## config.mk

```make
export PLATFORM = sky130hd
export DESIGN_NAME = quadratic_bspline_path_sampler
export DESIGN_NICKNAME = d
export VERILOG_FILES = /design/src/hw/rtl/qbs_pkg.sv /design/src/hw/rtl/quadratic_bspline_path_sampler.sv /design/src/hw/rtl/qbs_job_fifo.sv /design/src/hw/rtl/qbs_front.sv /design/src/hw/rtl/qbs_back.sv
export SDC_FILE = /design/constraint.sdc
export NUM_CORES = 2
export LEC_CHECK = 0
export ABC_CLOCK_PERIOD_IN_PS = 32400
export BUFFER_PORTS_ARGS = -buffer_cell sky130_fd_sc_hd__clkbuf_2
export CORE_ASPECT_RATIO = 0.9
export CORE_UTILIZATION = 51
export CTS_CLUSTER_SIZE = 24
export DETAILED_ROUTE_END_ITERATION = 8
export GPL_TIMING_DRIVEN = 0
export PLACE_DENSITY_LB_ADDON = 0.1
export SLEW_MARGIN = 10
export SYNTH_ARGS = -nofsm -noshare
export SYNTH_HDL_FRONTEND = slang
export SYNTH_HIERARCHICAL = 1
export SYNTH_SLANG_ARGS = --single-unit
export TNS_END_PERCENT = 50
```

## constraint.sdc

```tcl
create_clock -name clk -period 32.4 [get_ports clk]
set_clock_uncertainty 0.2 [all_clocks]
set_input_delay 3.24 -clock clk [delete_from_list [all_inputs] [get_ports clk]]
set_output_delay 3.24 -clock clk [all_outputs]
set_load 0.05 [all_outputs]
```

## src/hw/rtl/qbs_pkg.sv

```systemverilog
// Shared types and constants of the quadratic B-spline path sampler.
`default_nettype none
package qbs_pkg;

  localparam int COORD_BITS  = 32;
  localparam int MAX_SAMPLES = 31;
  localparam int S_BITS      = 5;
  localparam int SQ_BITS     = 2 * S_BITS;
  localparam int W_BITS      = SQ_BITS + 1;
  localparam int DEN_BITS    = SQ_BITS + 1;
  localparam int NUM_W       = COORD_BITS + W_BITS + 1;
  localparam int MAG_W       = NUM_W - 1;
  localparam int JOB_DEPTH   = 2;

  typedef logic signed [COORD_BITS-1:0] coord_t;
  typedef logic [S_BITS-1:0] scount_t;

  typedef enum logic [1:0] {
    BASIS_START  = 2'd0,
    BASIS_MID    = 2'd1,
    BASIS_END    = 2'd2,
    BASIS_BEZIER = 2'd3
  } basis_t;

  typedef struct packed {
    coord_t  p0x;
    coord_t  p0y;
    coord_t  p1x;
    coord_t  p1y;
    coord_t  p2x;
    coord_t  p2y;
    basis_t  basis;
    logic    fin;
    logic    short_path;
    scount_t s;
  } job_t;

endpackage
`default_nettype wire

```

## src/hw/rtl/quadratic_bspline_path_sampler.sv

```systemverilog
// Top level of the streaming quadratic B-spline path sampler.
// Control points go in through push/full and curve samples come out through
// empty/pop. Every point from the third on closes a three-point window that
// yields S+1 samples for the first segment of a path and S samples after it,
// where S is cfg_sample_count (zero acts as one). In the back end each sample
// goes through a weight step, a multiply-accumulate step per control point, a
// rounding step, the bit-serial divider by 2*S*S and an output step that waits
// while the previous sample has not been popped. Picking up a job from the
// queue is a step of its own before a segment's first sample. A two-entry job
// queue lets the next points be taken while a segment is still being sampled;
// when it is full, full is high. A path that ends before its third point gives
// one result with short_path set.
`default_nettype none
module quadratic_bspline_path_sampler import qbs_pkg::*; (
  input  wire     clk,
  input  wire     rst_n,
  input  wire     cfg_wr_en,
  input  scount_t cfg_sample_count,
  input  wire     push,
  output logic    full,
  input  coord_t  in_point_x,
  input  coord_t  in_point_y,
  input  wire     in_final_point,
  output logic    empty,
  input  wire     pop,
  output coord_t  out_sample_x,
  output coord_t  out_sample_y,
  output logic    out_run_end,
  output logic    out_path_end,
  output logic    out_short_path
);

  scount_t sample_count_r;
  logic    accept, job_wr, job_full, job_empty, job_rd, out_valid;
  job_t    job_w, job_head;

  always_ff @(posedge clk) begin
    if (!rst_n) begin
      sample_count_r <= S_BITS'(10);
    end else if (cfg_wr_en) begin
      sample_count_r <= cfg_sample_count;
    end
  end

  assign full   = job_full;
  assign accept = push && !job_full;
  assign empty  = !out_valid;

  qbs_front u_front (
    .clk          (clk),
    .rst_n        (rst_n),
    .accept       (accept),
    .point_x      (in_point_x),
    .point_y      (in_point_y),
    .final_point  (in_final_point),
    .sample_count (sample_count_r),
    .job_wr       (job_wr),
    .job          (job_w)
  );

  qbs_job_fifo u_fifo (
    .clk    (clk),
    .rst_n  (rst_n),
    .wr_en  (job_wr),
    .wr_job (job_w),
    .full   (job_full),
    .rd_en  (job_rd),
    .rd_job (job_head),
    .empty  (job_empty)
  );

  qbs_back u_back (
    .clk        (clk),
    .rst_n      (rst_n),
    .job_empty  (job_empty),
    .job_in     (job_head),
    .job_rd     (job_rd),
    .out_valid  (out_valid),
    .out_take   (pop),
    .sample_x   (out_sample_x),
    .sample_y   (out_sample_y),
    .run_end    (out_run_end),
    .path_end   (out_path_end),
    .short_path (out_short_path)
  );

endmodule
`default_nettype wire

```

## src/hw/rtl/qbs_job_fifo.sv

```systemverilog
// Two-entry queue of segment jobs between the front and the back.
`default_nettype none
module qbs_job_fifo import qbs_pkg::*; (
  input  wire  clk,
  input  wire  rst_n,
  input  wire  wr_en,
  input  job_t wr_job,
  output logic full,
  input  wire  rd_en,
  output job_t rd_job,
  output logic empty
);

  localparam int PTR_W = $clog2(JOB_DEPTH);
  localparam int CNT_W = $clog2(JOB_DEPTH + 1);

  job_t             mem_r [JOB_DEPTH];
  logic [PTR_W-1:0] wr_ptr_r, rd_ptr_r;
  logic [CNT_W-1:0] cnt_r;
  logic             do_wr, do_rd;

  assign full   = (cnt_r == CNT_W'(JOB_DEPTH));
  assign empty  = (cnt_r == '0);
  assign do_wr  = wr_en && !full;
  assign do_rd  = rd_en && !empty;
  assign rd_job = mem_r[rd_ptr_r];

  always_ff @(posedge clk) begin
    if (do_wr) begin
      mem_r[wr_ptr_r] <= wr_job;
    end
    if (!rst_n) begin
      wr_ptr_r <= '0;
      rd_ptr_r <= '0;
      cnt_r    <= '0;
    end else begin
      if (do_wr) begin
        wr_ptr_r <= (wr_ptr_r == PTR_W'(JOB_DEPTH - 1)) ? '0 : wr_ptr_r + 1'b1;
      end
      if (do_rd) begin
        rd_ptr_r <= (rd_ptr_r == PTR_W'(JOB_DEPTH - 1)) ? '0 : rd_ptr_r + 1'b1;
      end
      if (do_wr && !do_rd) begin
        cnt_r <= cnt_r + 1'b1;
      end else if (do_rd && !do_wr) begin
        cnt_r <= cnt_r - 1'b1;
      end
    end
  end

endmodule
`default_nettype wire

```

## src/hw/rtl/qbs_front.sv

```systemverilog
// Front end: takes control points, keeps the window and queues segment jobs.
`default_nettype none
module qbs_front import qbs_pkg::*; (
  input  wire     clk,
  input  wire     rst_n,
  input  wire     accept,
  input  coord_t  point_x,
  input  coord_t  point_y,
  input  wire     final_point,
  input  scount_t sample_count,
  output logic    job_wr,
  output job_t    job
);

  coord_t      old_x_r, old_y_r, new_x_r, new_y_r;
  logic [1:0]  seen_r;
  scount_t     s_eff;
  logic        have_two;

  always_comb begin
    if (sample_count == '0) begin
      s_eff = S_BITS'(1);
    end else if (sample_count > S_BITS'(MAX_SAMPLES)) begin
      s_eff = S_BITS'(MAX_SAMPLES);
    end else begin
      s_eff = sample_count;
    end
  end

  assign have_two = (seen_r >= 2'd2);

  always_comb begin
    job.p0x        = old_x_r;
    job.p0y        = old_y_r;
    job.p1x        = new_x_r;
    job.p1y        = new_y_r;
    job.p2x        = point_x;
    job.p2y        = point_y;
    job.fin        = final_point;
    job.short_path = !have_two;
    job.s          = s_eff;
    if (seen_r == 2'd2) begin
      job.basis = final_point ? BASIS_BEZIER : BASIS_START;
    end else begin
      job.basis = final_point ? BASIS_END : BASIS_MID;
    end
  end

  // A point before the third makes no job unless it ends the path.
  assign job_wr = accept && (have_two || final_point);

  always_ff @(posedge clk) begin
    if (!rst_n) begin
      old_x_r <= '0;
      old_y_r <= '0;
      new_x_r <= '0;
      new_y_r <= '0;
      seen_r  <= '0;
    end else if (accept) begin
      if (final_point) begin
        old_x_r <= '0;
        old_y_r <= '0;
        new_x_r <= '0;
        new_y_r <= '0;
        seen_r  <= '0;
      end else begin
        old_x_r <= new_x_r;
        old_y_r <= new_y_r;
        new_x_r <= point_x;
        new_y_r <= point_y;
        seen_r  <= (seen_r == 2'd3) ? 2'd3 : seen_r + 1'b1;
      end
    end
  end

endmodule
`default_nettype wire

```

## src/hw/rtl/qbs_back.sv

```systemverilog
// Back end: sweeps each segment over k, blends, rounds, divides and saturates.
`default_nettype none
module qbs_back import qbs_pkg::*; (
  input  wire    clk,
  input  wire    rst_n,
  input  wire    job_empty,
  input  job_t   job_in,
  output logic   job_rd,
  output logic   out_valid,
  input  wire    out_take,
  output coord_t sample_x,
  output coord_t sample_y,
  output logic   run_end,
  output logic   path_end,
  output logic   short_path
);

  localparam int WT_W  = SQ_BITS + 4;
  localparam int CNT_W = $clog2(MAG_W + 1);
  localparam logic [MAG_W-1:0] Q_LIM = MAG_W'(1) << (COORD_BITS - 1);
  localparam logic [MAG_W-1:0] Q_MAX = Q_LIM - 1'b1;

  typedef enum logic [5:0] {
    ST_IDLE   = 6'b000001,
    ST_WEIGHT = 6'b000010,
    ST_MAC    = 6'b000100,
    ST_PREP   = 6'b001000,
    ST_DIV    = 6'b010000,
    ST_OUT    = 6'b100000
  } state_t;

  state_t               state_r, state_nxt;
  job_t                 job_r;
  scount_t              k_r;
  logic [SQ_BITS-1:0]   s2_r;
  logic [W_BITS-1:0]    w_r [3];
  logic [1:0]           mac_idx_r;
  logic signed [NUM_W-1:0] acc_x_r, acc_y_r;
  logic                 neg_x_r, neg_y_r;
  logic [MAG_W-1:0]     dvd_x_r, dvd_y_r;
  logic [DEN_BITS-1:0]  rem_x_r, rem_y_r;
  logic [CNT_W-1:0]     cnt_r;
  logic                 out_valid_r;
  coord_t               out_x_r, out_y_r;
  logic                 out_run_r, out_path_r, out_short_r;

  logic signed [WT_W-1:0] ke, se, re, kk, ks, ss, rr, kr;
  logic signed [WT_W-1:0] w0_c, w1_c, w2_c;
  logic [DEN_BITS-1:0]  den;
  logic [DEN_BITS:0]    tx, ty;
  logic                 qx, qy, out_free, last_k;
  coord_t               px_sel, py_sel, sat_x, sat_y;
  logic [W_BITS-1:0]    w_sel;
  logic signed [NUM_W-1:0] wext, prod_x, prod_y;

  always_comb begin
    ke = WT_W'(k_r);
    se = WT_W'(job_r.s);
    re = se - ke;
    kk = ke * ke;
    ks = ke * se;
    ss = se * se;
    rr = re * re;
    kr = ke * re;
    unique case (job_r.basis)
      BASIS_START: begin
        w0_c = rr <<< 1;
        w1_c = (ks <<< 2) - kk - (kk <<< 1);
        w2_c = kk;
      end
      BASIS_MID: begin
        w0_c = rr;
        w1_c = ss + (ks <<< 1) - (kk <<< 1);
        w2_c = kk;
      end
      BASIS_END: begin
        w0_c = rr;
        w1_c = ss + (ks <<< 1) - kk - (kk <<< 1);
        w2_c = kk <<< 1;
      end
      BASIS_BEZIER: begin
        w0_c = rr <<< 1;
        w1_c = kr <<< 2;
        w2_c = kk <<< 1;
      end
      default: begin
        w0_c = '0;
        w1_c = '0;
        w2_c = '0;
      end
    endcase
  end

  always_comb begin
    unique case (mac_idx_r)
      2'd0: begin
        px_sel = job_r.p0x;
        py_sel = job_r.p0y;
        w_sel  = w_r[0];
      end
      2'd1: begin
        px_sel = job_r.p1x;
        py_sel = job_r.p1y;
        w_sel  = w_r[1];
      end
      default: begin
        px_sel = job_r.p2x;
        py_sel = job_r.p2y;
        w_sel  = w_r[2];
      end
    endcase
    wext   = signed'(NUM_W'(w_sel));
    prod_x = NUM_W'(px_sel) * wext;
    prod_y = NUM_W'(py_sel) * wext;
  end

  // Restoring division by 2*S*S, one quotient bit per cycle on each axis.
  assign den = {s2_r, 1'b0};
  assign tx  = {rem_x_r, dvd_x_r[MAG_W-1]};
  assign ty  = {rem_y_r, dvd_y_r[MAG_W-1]};
  assign qx  = (tx >= {1'b0, den});
  assign qy  = (ty >= {1'b0, den});

  always_comb begin
    if (neg_x_r) begin
      sat_x = (dvd_x_r >= Q_LIM) ? {1'b1, {(COORD_BITS-1){1'b0}}}
                                 : -dvd_x_r[COORD_BITS-1:0];
    end else begin
      sat_x = (dvd_x_r > Q_MAX) ? {1'b0, {(COORD_BITS-1){1'b1}}}
                                : dvd_x_r[COORD_BITS-1:0];
    end
    if (neg_y_r) begin
      sat_y = (dvd_y_r >= Q_LIM) ? {1'b1, {(COORD_BITS-1){1'b0}}}
                                 : -dvd_y_r[COORD_BITS-1:0];
    end else begin
      sat_y = (dvd_y_r > Q_MAX) ? {1'b0, {(COORD_BITS-1){1'b1}}}
                                : dvd_y_r[COORD_BITS-1:0];
    end
  end

  assign out_free = !out_valid_r || out_take;
  assign last_k   = (k_r == job_r.s);
  assign job_rd   = (state_r == ST_IDLE) && !job_empty;

  always_comb begin
    state_nxt = state_r;
    unique case (state_r)
      ST_IDLE:   if (!job_empty) state_nxt = job_in.short_path ? ST_OUT : ST_WEIGHT;
      ST_WEIGHT: state_nxt = ST_MAC;
      ST_MAC:    if (mac_idx_r == 2'd2) state_nxt = ST_PREP;
      ST_PREP:   state_nxt = ST_DIV;
      ST_DIV:    if (cnt_r == '0) state_nxt = ST_OUT;
      ST_OUT: begin
        if (out_free) begin
          state_nxt = (job_r.short_path || last_k) ? ST_IDLE : ST_WEIGHT;
        end
      end
      default:   state_nxt = ST_IDLE;
    endcase
  end

  always_ff @(posedge clk) begin
    unique case (state_r)
      ST_IDLE: begin
        job_r <= job_in;
        s2_r  <= SQ_BITS'(job_in.s) * SQ_BITS'(job_in.s);
        k_r   <= (job_in.basis == BASIS_START || job_in.basis == BASIS_BEZIER)
                 ? '0 : S_BITS'(1);
      end
      ST_WEIGHT: begin
        w_r[0]    <= w0_c[W_BITS-1:0];
        w_r[1]    <= w1_c[W_BITS-1:0];
        w_r[2]    <= w2_c[W_BITS-1:0];
        mac_idx_r <= '0;
        acc_x_r   <= '0;
        acc_y_r   <= '0;
      end
      ST_MAC: begin
        acc_x_r   <= acc_x_r + prod_x;
        acc_y_r   <= acc_y_r + prod_y;
        mac_idx_r <= mac_idx_r + 1'b1;
      end
      ST_PREP: begin
        // Round half away from zero by adding S*S to the magnitude.
        neg_x_r <= acc_x_r[NUM_W-1];
        neg_y_r <= acc_y_r[NUM_W-1];
        dvd_x_r <= (acc_x_r[NUM_W-1] ? MAG_W'(-acc_x_r) : MAG_W'(acc_x_r)) + MAG_W'(s2_r);
        dvd_y_r <= (acc_y_r[NUM_W-1] ? MAG_W'(-acc_y_r) : MAG_W'(acc_y_r)) + MAG_W'(s2_r);
        rem_x_r <= '0;
        rem_y_r <= '0;
        cnt_r   <= CNT_W'(MAG_W - 1);
      end
      ST_DIV: begin
        rem_x_r <= qx ? DEN_BITS'(tx - {1'b0, den}) : tx[DEN_BITS-1:0];
        rem_y_r <= qy ? DEN_BITS'(ty - {1'b0, den}) : ty[DEN_BITS-1:0];
        dvd_x_r <= {dvd_x_r[MAG_W-2:0], qx};
        dvd_y_r <= {dvd_y_r[MAG_W-2:0], qy};
        cnt_r   <= cnt_r - 1'b1;
      end
      ST_OUT: begin
        if (out_free) begin
          out_x_r     <= job_r.short_path ? '0 : sat_x;
          out_y_r     <= job_r.short_path ? '0 : sat_y;
          out_run_r   <= job_r.short_path || last_k;
          out_path_r  <= job_r.short_path || (last_k && job_r.fin);
          out_short_r <= job_r.short_path;
          k_r         <= k_r + 1'b1;
        end
      end
      default: begin
      end
    endcase
  end

  always_ff @(posedge clk) begin
    if (!rst_n) begin
      state_r     <= ST_IDLE;
      out_valid_r <= 1'b0;
    end else begin
      state_r <= state_nxt;
      if (state_r == ST_OUT && out_free) begin
        out_valid_r <= 1'b1;
      end else if (out_take) begin
        out_valid_r <= 1'b0;
      end
    end
  end

  assign out_valid  = out_valid_r;
  assign sample_x   = out_x_r;
  assign sample_y   = out_y_r;
  assign run_end    = out_run_r;
  assign path_end   = out_path_r;
  assign short_path = out_short_r;

endmodule
`default_nettype wire
```

# Word level (Yosys, flattened, before mapping)
# Memory sizes are Yosys's and may differ from the RTL's. A register that Yosys moved wholly into a read port is not among the register bits.
# Index checks and enable logic that the tools add are counted.
[word_totals] n_memories=2 ram_bits=435 input_bits=75 reg_bits=635 word_cells=196
[mem_list] memory="u_fifo.mem_r" words=2 width=201 rd=1 rd_clocked_by_memory_dff=1 wr=1 line="qbs_job_fifo.sv:17" rtl="job_t mem_r [JOB_DEPTH];"
[mem_list] memory="u_back.w_r" words=3 width=11 rd=3 rd_clocked_by_memory_dff=0 wr=3 line="qbs_back.sv:36" rtl="logic [W_BITS-1:0] w_r [3];"
[op_classes] n_mul=8 n_addsub=25 mux=57 n_lt_le_gt_ge=8 n_reduce_logical=38 eq_ne=20
[ops] cell="2-to-1 mux 32 bit" n=10
[ops] cell="case mux 44 bit (2 select lines)" n=2
[ops] cell="case mux 43 bit (2 select lines)" n=2
[ops] cell="case mux 32 bit (2 select lines)" n=2
[ops] cell="case mux 11 bit (2 select lines)" n=5
[ops] cell="adder 44 bit" n=2
[ops] cell="multiplier 32 x 12 -> 44 bit" n=2
[ops] cell="adder 43 x 10 -> 43 bit" n=2
[ops] cell="greater-or-equal comparator 43 x 32 -> 1 bit, second input constant" n=2
[ops] cell="greater-than comparator 43 x 31 -> 1 bit, second input constant" n=2
[ops] cell="2-to-1 mux 43 bit" n=2
[ops] cell="negation 43 bit" n=2
[ops] cell="subtractor 11 bit" n=7
[ops] cell="negation 32 bit" n=2
[ops] cell="case mux 11 bit (4 select lines)" n=1
[ops] cell="multiplier 5 x 5 -> 10 bit" n=4
[ops] cell="case mux 6 bit (6 select lines)" n=1
[ops] cell="2-to-1 mux 6 bit" n=5
[ops] cell="greater-or-equal comparator 12 x 11 -> 1 bit" n=2
[ops] cell="2-to-1 mux 11 bit" n=2
[ops] cell="2-to-1 mux 2 bit" n=8
[ops] cell="2-to-1 mux 5 bit" n=3
[ops] cell="equality test 2 bit, second input constant" n=7
[ops] cell="case mux 6 bit (2 select lines)" n=1
[ops] cell="other kinds (34)" n=78

# Depth between registers and ports, before layout
[depth] ltp_word=9 depth_mapped=33 depth_no_buf=32

# Hierarchy
# The synthesis kept the hierarchy.
[modules_own_cells] module="qbs_back" cells_each=5993 area_per_inst_um2=58048.2 instances=1
[modules_own_cells] module="qbs_job_fifo" cells_each=650 area_per_inst_um2=14802.9 instances=1
[modules_own_cells] module="qbs_front" cells_each=712 area_per_inst_um2=5945.7 instances=1
[modules_own_cells] module="quadratic_bspline_path_sampler" cells_each=18 area_per_inst_um2=197.7 instances=1

# Least setup slack after synthesis
# No wires, ideal clock.
[synth_timing] kind="input port to flip-flop" from="input port push" to="memory u_fifo/mem_r[0][0] (netlist name), enable pin" path_slack_ps=19681 arrival_ps=11792 stages=8 n_path_buf=4 cell_sequence="nor2b_1 -> buf_6 -> buf_8 -> buf_12 -> buf_8 -> o21a_1 -> inv_1 -> nor3_2"
[synth_via] elab_chain_cells=5
[synth_lines] element="from (decl)" line="quadratic_bspline_path_sampler.sv:19" rtl="input wire push,"
[synth_lines] element="logical AND 1 bit" line="quadratic_bspline_path_sampler.sv:46" rtl="assign accept = push && !job_full;"
[synth_lines] element="logical AND 1 bit" line="qbs_front.sv:50" rtl="assign job_wr = accept && (have_two || final_point);"
[synth_lines] element="named net job_wr" line="quadratic_bspline_path_sampler.sv:34" rtl="logic accept, job_wr, job_full, job_empty, job_rd, out_valid;"
[synth_lines] element="logical AND 1 bit" line="qbs_job_fifo.sv:24" rtl="assign do_wr = wr_en && !full;"
[synth_lines] element="2-to-1 mux 1 bit" line="qbs_job_fifo.sv:29" rtl="if (do_wr) begin"
[synth_lines] element="2-to-1 mux 1 bit (not written as such)" line="qbs_job_fifo.sv:30" rtl="mem_r[wr_ptr_r] <= wr_job;"
[synth_lines] element="to (decl)" line="qbs_job_fifo.sv:17"
# The timed path passes the listed nets, and every way through them passes these cells.

# Worst setup path after layout
[layout_timing] from="register u_back.mac_idx_r[0]" to="register u_back.acc_x_r[43] (data pin)"
[layout_via] elab_chain_cells=5 word_cells_on_any_way=7 cone_classes="add/sub (1); mul (1); eq/ne (1); mux (3); reduce/logical (1)"
[layout_lines] element="from (decl)" line="qbs_back.sv:37" rtl="logic [1:0] mac_idx_r;"
[layout_lines] element="from (signal assigned)" line="qbs_back.sv:181" rtl="mac_idx_r <= mac_idx_r + 1'b1;"
[layout_lines] element="equality test 2 x 1 -> 1 bit / zero test 2 bit (equally long branches)" line="qbs_back.sv:95" rtl="unique case (mac_idx_r)"
[layout_lines] element="case mux 32 bit (2 select lines) / case mux 11 bit (2 select lines) (equally long branches)" line="qbs_back.sv:95"
[layout_lines] element="multiplier 32 x 12 -> 44 bit *" line="qbs_back.sv:113" rtl="prod_x = NUM_W'(px_sel) * wext;"
[layout_lines] element="adder 44 bit *" line="qbs_back.sv:179" rtl="acc_x_r <= acc_x_r + prod_x;"
[layout_lines] element="case mux 44 bit (2 select lines) *" line="qbs_back.sv:163" rtl="unique case (state_r)"
[layout_lines] element="to (signal assigned)" line="qbs_back.sv:179"
[layout_lines] element="to (decl)" line="qbs_back.sv:38" rtl="logic signed [NUM_W-1:0] acc_x_r, acc_y_r;"
# Every way passes the cells marked *; elsewhere a longest branch is shown, timed or not.
# A chain may end at the register's enable or synchronous reset.

==> run metrics <==
DP HPWL 171000 um; post-route antenna net violation count 0; Tightest Pin Transition 1.33 ns; setup TNS 0 ns; DR vias 54.4k; fin nets 8877; Reg clk slew, reported paths 0.06 ns; final WL 215000 um; Pins Over Slew Limit 0; initial core utilization 0.515; Main synth FF type edfxtp_1; Hold Crit Endpoint u_fifo/mem_r[0][156]; H-tree Lvls 3; vias in the first global route 55.0k; met2 WL 96600 um; worst reg2reg setup slack 21.71 ns; CTS hold repair buffers 0; path depth of the worst reg2reg path 27; number of port buffers 142; CP Capture Type flop; largest net degree at the start of global routing 105; first-pass GRT wire length 332000 um; Setup Buffers After CTS 0; Num CTS Buffers 112; # rows 136; Layout area overhead 9.80%; FMAX 0.0936 GHz; adder-cell share of the synthesized area 0.253; Die ar. 156000 um2; top layer in use met4; layout cells sized above 1 0.0986; RSZ-0062 raised after global routing false; hold_sp u_front/old_y_r[19]; status complete, no violations; CTS tree built; period utilisation layout 0.330; GR Overflow Total 0; placed cell areas 83000 um2; hold path cells 0; Mapped Nets 8589; startpoint types flop; Hold Crit Class flop to flop; Cell variety after synth 98; Remaining DRCs 0; Synth top cells by count inv_1 (990), edfxtp_1 (922), fa_1 (764); Die X 417 um; R2R Path Start u_back/mac_idx_r[0]; synthesized flop and latch total 1069; final setup vio count 0; post-route cell area 86700 um2; post-synthesis compound-gate area fraction 0.0973; CP Class flop to flop; simple-gate portion of the synthesized area 0.120; clock root cell clkbuf_16; GPL Wtd Cong 0.944; arrival time worst endpoint 10.99 ns; initial antenna violation count 5; Hold WS 0.251 ns; post-synthesis cell area 79000 um2; critical path peak fanout 10; FF-to-FF End u_back/acc_x_r[43]; Clock Latency Late Sink 0.78 ns; max_cap viols 0; Rel. slew slack 0.111; leading area contributor after synthesis edfxtp_1; chip height 375 um; Vias/cell 5.53; maximum clock path buffer count 3; met3 WL 14100 um; largest family of logic cells by synthesized area adder cells; Req. time, crit path 32.70 ns; initial drt markers 4485; Fin. Hold Viols 0; CTS-repair resized insts 0; Synth top area share 0.350; Tmin final 10.69 ns; synth top area cells edfxtp_1 (35%), fa_1 (19%), ha_1 (6.0%); I/O Pins 144; fill cell total of the finished layout 13.3k; core area 153000 um2; Gate Count Post-Synth 7373; Yosys warning count 6; mux contribution to synthesized area 0.0313; Mapped Avg Cell Area 10.7 um2; Post-Route M1 WL 99500 um; most numerous cell in the Yosys netlist inv_1; XOR/XNOR Fraction of Synth Area 0.0378; detailed-route wire length per cell 21.9 um; Synth async-reset ratio 0; clock sinks 1069; Seq/Total Area, Yosys 0.388; first drt pass iteration count 8; total track usage 0.279; Post-synth EDFFs 922
[cell type report]
class | instances | area [um2] | area share
diodes | 4 | 10.0 | 0.000115
plain buffers | 368 | 2020 | 0.0232
clock buffers | 151 | 3060 | 0.0353
clock inverters | 62 | 692 | 0.00798
inverters | 996 | 3750 | 0.0432
multi-input cells | 4940 | 42700 | 0.492
flip-flops and latches | 1069 | 30600 | 0.353
well taps | 2070 | 2590 | 0.0299
repair buffers | 174 | 1310 | 0.0151
[worst max-delay path, cell delays in order, from the launching register on]
cell and delay [ns]:
edfxtp_1 0.38, inv_1 0.08, ha_1 0.27, nor2_1 0.15
clkbuf_1 0.43, clkbuf_1 0.90, clkbuf_1 0.86, a21o_1 0.47
nand2_1 0.14, fa_1 0.56, inv_1 0.05, fa_1 0.50
inv_1 0.06, fa_1 0.50, fa_1 0.49, inv_1 0.05
fa_1 0.43, ha_1 0.35, a21o_1 0.19, a21o_1 0.17
a21o_1 0.18, a2111o_1 0.39, o21ai_0 0.63, o21ai_0 0.45
a41o_1 0.44, a221oi_1 0.62, o21ai_0 0.26, mux2i_1 0.17
[per-layer routing]
layer / up-vias / track usage
met5: - / 0
met2: 1691 / 0.437
met3: 241 / 0.0428
met4: 0 / 0.0681
li1: 25300 / -
met1: 27200 / 0.408
[cell usage in the layout, fill, tap and decap left out, types with 20 or more instances in the layout]
cell type and instances:
o22ai_1 68, nor2_1 753, edfxtp_1 922, a221oi_1 44, ha_1 377, nand3_1 69, o31ai_1 34, clkbuf_2 143
buf_1 26, nor2b_1 159, or3_1 45, and2_1 118, buf_6 34, clkbuf_16 112, inv_1 989, mux2_2 211
fa_1 764, clkinv_2 23, a31oi_1 21, nor4_1 30, buf_4 76, dfxtp_1 147, and3_1 21, nand2_1 604
nand4_1 38, nor3_1 79, o21a_1 20, clkbuf_1 239, o41ai_1 22, a22o_1 77, nand2b_1 32, o21bai_1 35
or4_1 24, a21oi_1 408, a21o_1 154, o21ai_0 164, xor2_1 129, xnor2_1 209
[flip-flops by register name, summed over array words and instances, names as in the netlist, 5 cells and up, named ones only]
| name | flops |
|---|---|
| sample_count_r | 5 |
| u_back/acc_x_r | 44 |
| u_back/acc_y_r | 44 |
| u_back/cnt_r | 6 |
| u_back/dvd_x_r | 43 |
| u_back/dvd_y_r | 43 |
| u_back/job_r | 201 |
| u_back/k_r | 5 |
| u_back/rem_x_r | 11 |
| u_back/rem_y_r | 11 |
| u_back/s2_r | 8 |
| u_back/sample_x | 32 |
| u_back/sample_y | 32 |
| u_back/state_r | 6 |
| u_back/w_r | 33 |
| u_fifo/mem_r | 402 |
| u_front/new_x_r | 32 |
| u_front/new_y_r | 32 |
| u_front/old_x_r | 32 |
| u_front/old_y_r | 32 |
[how the worst max path moves through the flow]
stage,from,endpoint,slack (ns),depth (start not counted)
2_1_floorplan,push,u_fifo/mem_r[0][0],19.68,8
3_3_place_gp,push,u_fifo/mem_r[0][51],13.90,9
3_5_place_dp,u_back/mac_idx_r[0],u_back/acc_x_r[43],21.89,27
4_1_cts,u_back/mac_idx_r[0],u_back/acc_x_r[43],21.83,27
5_1_grt,u_back/mac_idx_r[0],u_back/acc_x_r[43],21.33,27
6_report,u_back/mac_idx_r[0],u_back/acc_x_r[43],21.71,27
[per-stage QoR]
| stage | setup WS (ns) | utilization | cells |
|---|---|---|---|
| finish | 21.71 | 0.566 | 9834 |
| global route | 21.33 | 0.566 | 9832 |
| CTS | 21.83 | 0.566 | 9830 |
| detailed placement | 21.89 | 0.541 | 9617 |
| global placement | 13.90 | 0.537 | 9585 |
| floorplan | 19.68 | - | 7373 |
[logic make-up (layout without fill, tap and decap cells)]
| logic type | after synthesis | in the layout |
|---|---|---|
| adder cells (fa/ha/maj) | 1141 | 1141 |
| buffers and inverters | 1364 | 1751 |
| flip-flops | 1069 | 1069 |
| AO/OA/AOI/OAI | 1184 | 1184 |
| XOR/XNOR | 339 | 339 |
| multiplexers | 221 | 221 |
| other | 0 | 4 |
| AND/OR/NAND/NOR | 2055 | 2055 |
Power is not shown: default switching activity piles up to over one toggle a cycle in this logic, so the estimate is an artifact.
